File: src/rtl/far_pkg.sv
package far_pkg;

	localparam int FIELD_BITS = 16;

	typedef enum logic [1:0] {
		FORM_WHOLE  = 2'd0,
		FORM_MIXED  = 2'd1,
		FORM_PROPER = 2'd2,
		FORM_ERROR  = 2'd3
	} form_t;

	// input word: two fractions
	typedef struct packed {
		logic [FIELD_BITS-1:0] first_numerator;
		logic [FIELD_BITS-1:0] first_denominator;
		logic [FIELD_BITS-1:0] second_numerator;
		logic [FIELD_BITS-1:0] second_denominator;
	} operands_t;

	// result word: reduced sum
	typedef struct packed {
		logic [2*FIELD_BITS:0]   integer_part;
		logic [2*FIELD_BITS:0]   remainder_numerator;
		logic [2*FIELD_BITS-1:0] reduced_denominator;
		form_t                   result_form;
	} result_t;

	// divider request from the sequencer
	typedef struct packed {
		logic start;
	} div_ctl_t;

	// divider status back to the sequencer
	typedef struct packed {
		logic busy;
		logic done;
	} div_sts_t;

endpackage

File: src/rtl/far_div.sv
module far_div #(
	parameter int W = 33
) (
	input  logic              clk,
	input  logic              arst_n,
	input  far_pkg::div_ctl_t ctl,
	input  logic [W-1:0]      dividend,
	input  logic [W-1:0]      divisor,
	output far_pkg::div_sts_t sts,
	output logic [W-1:0]      quotient,
	output logic [W-1:0]      remainder
);

	localparam int CW = $clog2(W + 1);

	logic [CW-1:0] cnt_q;
	logic          busy_q;
	logic          done_q;
	logic [W-1:0]  quo_q;
	logic [W-1:0]  rem_q;
	logic [W-1:0]  dsr_q;
	logic [W:0]    trial;
	logic [W:0]    shifted;

	// restoring division, one quotient bit a cycle
	assign shifted = {rem_q, quo_q[W-1]};
	assign trial   = shifted - {1'b0, dsr_q};

	always_ff @(posedge clk or negedge arst_n) begin
		if (!arst_n) begin
			cnt_q  <= '0;
			busy_q <= 1'b0;
			done_q <= 1'b0;
		end else begin
			done_q <= 1'b0;
			if (ctl.start && !busy_q) begin
				busy_q <= 1'b1;
				cnt_q  <= CW'(W);
			end else if (busy_q) begin
				cnt_q <= cnt_q - 1'b1;
				if (cnt_q == CW'(1)) begin
					busy_q <= 1'b0;
					done_q <= 1'b1;
				end
			end
		end
	end

	always_ff @(posedge clk) begin
		if (ctl.start && !busy_q) begin
			quo_q <= dividend;
			rem_q <= '0;
			dsr_q <= divisor;
		end else if (busy_q) begin
			if (!trial[W]) begin
				rem_q <= trial[W-1:0];
				quo_q <= {quo_q[W-2:0], 1'b1};
			end else begin
				rem_q <= shifted[W-1:0];
				quo_q <= {quo_q[W-2:0], 1'b0};
			end
		end
	end

	assign sts.busy  = busy_q;
	assign sts.done  = done_q;
	assign quotient  = quo_q;
	assign remainder = rem_q;

endmodule

File: src/rtl/fraction_add_reduce.sv
// fraction_add_reduce: adds two unsigned fractions a/b + c/d, reduces the sum
// by its greatest common divisor and splits it into integer part and remainder.
// in channel: in_valid/in_stall carry one operands word of four fraction fields.
// out channel: out_valid/out_stall carry one result word (integer part,
// remainder numerator, reduced denominator, form code).
// one word is in work at a time; in_stall is high from acceptance until
// the result has been taken.
// all divisions after the sum run on one shared restoring divider:
// one pass per Euclid step of the gcd, then three more passes for
// numerator / gcd, denominator / gcd and numerator / denominator.
// the next word is taken only after the result has left.
// a zero denominator skips the divider: out_valid is set on the accepting edge.
// the result is held in an output register while out_stall is high.
// reset clears the sequencer and this module's datapath registers and drops out_valid.
module fraction_add_reduce (
	input  logic                clk,
	input  logic                arst_n,
	input  logic                in_valid,
	output logic                in_stall,
	input  far_pkg::operands_t  operands,
	output logic                out_valid,
	input  logic                out_stall,
	output far_pkg::result_t    result
);

	localparam int PW = 2 * far_pkg::FIELD_BITS;
	localparam int W  = PW + 1;

	typedef enum logic [2:0] {
		ST_IDLE, ST_SUM, ST_GCD, ST_DIVN, ST_DIVD, ST_SPLIT, ST_OUT
	} state_t;

	state_t state_q;
	logic [PW-1:0] p1_q, p2_q, den_q;
	logic [W-1:0]  num_q, x_q, y_q, g_q;
	logic [W-1:0]  div_a, div_b, quo, rem;
	logic          wait_q;
	far_pkg::div_ctl_t dctl;
	far_pkg::div_sts_t dsts;

	logic [W-1:0]  whole_q, remn_q;
	logic [PW-1:0] rden_q;
	far_pkg::form_t form_q;

	far_div #(.W(W)) u_div (
		.clk(clk), .arst_n(arst_n), .ctl(dctl),
		.dividend(div_a), .divisor(div_b),
		.sts(dsts), .quotient(quo), .remainder(rem)
	);

	always_comb begin
		div_a = x_q;
		div_b = y_q;
		unique case (state_q)
			ST_DIVN:  begin div_a = num_q;            div_b = g_q; end
			ST_DIVD:  begin div_a = {1'b0, den_q};    div_b = g_q; end
			ST_SPLIT: begin div_a = num_q;            div_b = {1'b0, den_q}; end
			default:  begin div_a = x_q;              div_b = y_q; end
		endcase
	end

	assign dctl.start = !wait_q && !dsts.busy &&
		((state_q == ST_GCD && y_q != '0) || state_q == ST_DIVN ||
		state_q == ST_DIVD || state_q == ST_SPLIT);

	always_ff @(posedge clk or negedge arst_n) begin
		if (!arst_n) begin
			state_q   <= ST_IDLE;
			wait_q    <= 1'b0;
			out_valid <= 1'b0;
			p1_q      <= '0;
			p2_q      <= '0;
			den_q     <= '0;
			num_q     <= '0;
			x_q       <= '0;
			y_q       <= '0;
			g_q       <= '0;
			whole_q   <= '0;
			remn_q    <= '0;
			rden_q    <= '0;
			form_q    <= far_pkg::FORM_WHOLE;
		end else begin
			unique case (state_q)
				ST_IDLE: begin
					if (in_valid) begin
						if (operands.first_denominator == '0 ||
								operands.second_denominator == '0) begin
							whole_q   <= '0;
							remn_q    <= '0;
							rden_q    <= '0;
							form_q    <= far_pkg::FORM_ERROR;
							out_valid <= 1'b1;
							state_q   <= ST_OUT;
						end else begin
							p1_q    <= PW'(operands.first_numerator) *
								PW'(operands.second_denominator);
							p2_q    <= PW'(operands.second_numerator) *
								PW'(operands.first_denominator);
							den_q   <= PW'(operands.first_denominator) *
								PW'(operands.second_denominator);
							state_q <= ST_SUM;
						end
					end
				end
				ST_SUM: begin
					num_q   <= W'(p1_q) + W'(p2_q);
					x_q     <= W'(p1_q) + W'(p2_q);
					y_q     <= W'(den_q);
					wait_q  <= 1'b0;
					state_q <= ST_GCD;
				end
				ST_GCD: begin
					if (!wait_q) begin
						if (y_q == '0) begin
							g_q     <= x_q;
							state_q <= ST_DIVN;
						end else begin
							wait_q <= 1'b1;
						end
					end else if (dsts.done) begin
						x_q    <= y_q;
						y_q    <= rem;
						wait_q <= 1'b0;
					end
				end
				ST_DIVN: begin
					if (!wait_q) begin
						wait_q <= 1'b1;
					end else if (dsts.done) begin
						num_q   <= quo;
						wait_q  <= 1'b0;
						state_q <= ST_DIVD;
					end
				end
				ST_DIVD: begin
					if (!wait_q) begin
						wait_q <= 1'b1;
					end else if (dsts.done) begin
						den_q   <= quo[PW-1:0];
						wait_q  <= 1'b0;
						state_q <= ST_SPLIT;
					end
				end
				ST_SPLIT: begin
					if (!wait_q) begin
						wait_q <= 1'b1;
					end else if (dsts.done) begin
						wait_q    <= 1'b0;
						rden_q    <= den_q;
						whole_q   <= quo;
						remn_q    <= rem;
						if (num_q < W'(den_q)) begin
							form_q <= far_pkg::FORM_PROPER;
						end else if (rem == '0) begin
							form_q <= far_pkg::FORM_WHOLE;
						end else begin
							form_q <= far_pkg::FORM_MIXED;
						end
						out_valid <= 1'b1;
						state_q   <= ST_OUT;
					end
				end
				ST_OUT: begin
					if (!out_stall) begin
						out_valid <= 1'b0;
						state_q   <= ST_IDLE;
					end
				end
				default: state_q <= ST_IDLE;
			endcase
		end
	end

	assign in_stall = (state_q != ST_IDLE);
	assign result   = '{integer_part: whole_q, remainder_numerator: remn_q,
		reduced_denominator: rden_q, result_form: form_q};

endmodule

File: config.mk
export PLATFORM = sky130hd
export DESIGN_NAME = fraction_add_reduce
export DESIGN_NICKNAME = d
export VERILOG_FILES = /design/src/rtl/far_pkg.sv /design/src/rtl/far_div.sv /design/src/rtl/fraction_add_reduce.sv
export SDC_FILE = /design/constraint.sdc
export NUM_CORES = 2
export LEC_CHECK = 0
export ABC_AREA = 1
export BUFFER_PORTS_ARGS = -buffer_cell sky130_fd_sc_hd__buf_2
export CAP_MARGIN = 20
export CORE_MARGIN = 1
export CORE_UTILIZATION = 55
export DETAILED_ROUTE_END_ITERATION = 8
export PLACE_DENSITY = 0.72
export SKIP_CTS_REPAIR_TIMING = 1
export SLEW_MARGIN = 5
export SYNTH_ARGS = -nofsm -noshare
export SYNTH_HDL_FRONTEND = slang
export SYNTH_HIERARCHICAL = 1
export SYNTH_SLANG_ARGS = --single-unit
File: constraint.sdc
create_clock -name clk -period 4.2 [get_ports clk]
set_clock_uncertainty 0.05 [all_clocks]
set_input_delay 1.05 -clock clk [delete_from_list [all_inputs] [get_ports clk]]
set_output_delay 1.05 -clock clk [all_outputs]
set_load 0.05 [all_outputs]
==> key figures <==
Run status
  • Status: complete, but fails checks
  • Failing checks: setup timing

Critical path
  • Slowest-stage cell, CP: fa_1
  • Worst path max stage delay: approximately 0.54 ns
  • RR Endpoint: u_div/quotient[32]
  • RR Startpoint: y_q[32]
  • Crit-path max FO: 6
  • Worst setup SP type: primary input
  • Crit Path Class: in -> reg
  • Worst setup EP type: flip-flop
  • R2R setup slack: 0.80 ns
  • CP required: 4.63 ns
  • CP arrival: 5.99 ns
  • Most frequent CP cell: fa_1
  • R2R depth: 13
  • Cell Chain, Critical Path: buf_12 > buf_12 > buf_12 > nand2_4 > fa_1 > fa_1 > fa_1 > inv_2 > fa_1 > fa_1 > inv_2 > fa_1 > inv_2 > ha_4 > a21oi_4 > o21ai_4 > nand3b_1 > buf_4 > xnor2_2 > o21ai_1

Clock network
  • CTS Buffer Depth: 3
  • CTS H-tree depth: 2
  • CTS tree: built
  • Cts bufs inserted: 46
  • # clock sinks: 440
  • Clock Latency Late Sink: 0.63 ns
  • CTS root buffer: clkbuf_16
  • Clock-pin slew on the worst setup and hold paths: 0.09 ns

Global routing
  • Initial antenna violation count: 6
  • Pin count of the biggest net entering global routing: 133
  • Number of global-route vias before repair: 49,700
  • First-pass GRT wire length: 282.3 mm
  • Gr ovfl total: 0
  • Total track usage: between 30 and 40%

Finish
  • Commonest non-fill, non-tap cell in the layout: nand2_1
  • Share of cells above drive strength 1: 18.70%
  • Synth-to-Final Area Change: 21.62%
  • Commonest non-fill, non-tap cells in the layout: nand2_1 (2,245), inv_1 (1,587), fa_1 (544)
  • Fillers: 8,032
  • Net count, final: roughly 9,000

Logic synthesis
  • Mapped Area: 53,030 um^2
  • Syn_nets: 8,477
  • Count of flip-flops with a built-in enable after synthesis: 66
  • Syn avg cell area: a little over 7 um^2
  • Library cells used by synthesis: 46
  • Cells after Synth: 7,415
  • Sequential element share of the synthesized area: 21.08%
  • Synth Register Bits: 440
  • Fraction of registers with async set/reset: 77.50%
  • Top_reg_cell synth: dfrtp_1
  • Synth warnings: 6

Drt
  • Initial drt markers: 4,669
  • Pre-antenna DRT Iters: 7
  • Via density: 5.456
  • WL per Instance: just over 20 um
  • Antenna Violating Nets Remaining: 0
  • Drc violations: 0
  • Detailed-route wire length: 185.4 mm
  • Vias: 49,720

Timing
  • Min Tclk post-route: 5.554 ns
  • Crit share post-route: 132.2%
  • Hold slack: around 0.31 ns
  • Slew @ Worst Pin: 1.056 ns
  • Max Fclk: 0.1800 GHz
  • RSZ-0062 raised after global routing: true
  • Hold Fails Final Rpt: 0
  • Final setup vio count: 77
  • Final WS setup: -1.354 ns
  • Slew Viols, Final: 0
  • Slew HR: 29.58%

Floorplanning
  • Initial core utilization: a little under three fifths
  • Core area: between 90,000 and 100,000 um^2
  • Total die area: 97,660 um^2
  • I/O pins: between 150 and 200
  • # rows: between 100 and 150
  • Die width: 312.5 um
  • Die H: 312.5 um

Hold path
  • Type of the most critical hold path: in -> async

Place
  • DP HPWL: ~140 mm
  • Buffers on Ports: approximately 170
  • Gpl congestion: between 0.9 and 1
  • DP Worst Slack: -2.071 ns

Job
  • Max Cap Violations: 0
## critical path: cells and delay by family
kind,cells,cell delay (ns)
buffers and inverters,7,0.68
adders and majority gates,7,3.34
xor gates and xnor gates,1,0.20
AOI/OAI and AO/OA,3,0.42
and+or+nand+nor,2,0.30
## cells in the mapped netlist, types with 3 or more instances
cell type	n	area share [%]
a21o_1	6	0.085
a21oi_1	218	2.1
a21oi_2	3	0.050
a22oi_1	22	0.31
a31oi_1	4	0.047
and2_1	8	0.094
buf_1	5	0.035
buf_2	33	0.31
buf_4	13	0.18
buf_6	4	0.085
clkbuf_1	278	2.0
dfrtp_1	341	16
dfxtp_1	33	1.2
edfxtp_1	66	3.7
fa_1	584	22
ha_1	410	9.7
inv_1	1715	12
inv_2	12	0.085
nand2_1	2445	17
nand2_2	15	0.18
nand2_4	5	0.11
nand3_1	282	2.7
nand3_2	3	0.057
nand3b_1	17	0.24
nand4_1	43	0.51
nor2_1	245	1.7
nor2_2	7	0.083
nor2_4	4	0.085
nor3_1	29	0.27
nor4_1	8	0.094
o211ai_1	87	1.2
o21a_1	4	0.057
o21ai_0	298	2.8
o21ai_1	53	0.50
o21bai_1	19	0.27
o221ai_1	11	0.18
o22ai_1	6	0.071
or2_2	4	0.047
xnor2_1	36	0.59
xor2_1	33	0.55
## flip-flops by register name, summed over array words and instances, names as in the netlist, 33 cells and up
register / count
g_q: 33
num_q: 33
remn_q: 33
u_div/dsr_q: 33
u_div/quotient: 33
u_div/remainder: 33
whole_q: 33
x_q: 33
y_q: 33
## logic make-up after synthesis
group                    synth area share (%)
buffers and inverters                   14.82
flip-flops                              21.08
adder cells (fa/ha/maj)                 31.72
AO/OA/AOI/OAI                           7.690
AND/OR/NAND/NOR                         23.56
XOR/XNOR                                1.140
## worst max-delay path by stage
stage                  from   endpoint  slack (ns)  cells past startpoint
6_report        operands[3]   p1_q[15]       -1.35                     20
5_1_grt        operands[13]  den_q[26]       -1.49                     24
4_1_cts        operands[38]   p2_q[29]       -1.45                     23
3_5_place_dp   operands[43]  den_q[27]       -2.07                     24
3_3_place_gp   operands[38]   p2_q[13]       -2.05                     22
2_1_floorplan   operands[5]   p1_q[31]       -1.50                     24
## stage by stage
step                      utilization (%)  cells  cell area, um^2  setup TNS [ns]
after floorplan                         -   7415            55580          -98.04
after global placement              62.30   8965            59370         -141.38
after detailed placement            62.30   8965            59370         -144.03
after CTS                           63.87   9048            60870          -93.35
after global routing                67.67   9112            64490          -93.90
final                               67.67   9113            64490          -82.35
## final cells by class
| type | instances | area [um^2] | share of cell area (%) |
|---|---|---|---|
| inverter | 1728 | 6499 | 10.08 |
| tap | 1265 | 1583 | 2.454 |
| sequential | 440 | 11180 | 17.33 |
| multi-input combinational | 4914 | 37310 | 57.86 |
| clock buffer | 63 | 1285 | 1.993 |
| antenna | 1 | 2.502 | 0.003880 |
| clock inverter | 20 | 212.7 | 0.3298 |
| timing repair buffer | 682 | 6420 | 9.955 |
## layer usage
metal | GRT usage (%) | up-vias | share of wire [%]
met1 | 52.75 | 24250 | 42
met4 | 10.88 | 2 | 3.3
met2 | 57.57 | 2144 | 44
met5 | 0 | - | 0.0065
met3 | 7.976 | 365 | 11
li1 | - | 22950 | -
Power is left out: the tool's default activity adds up to more than one toggle a clock period on the data nets, which glitch-free logic cannot reach.
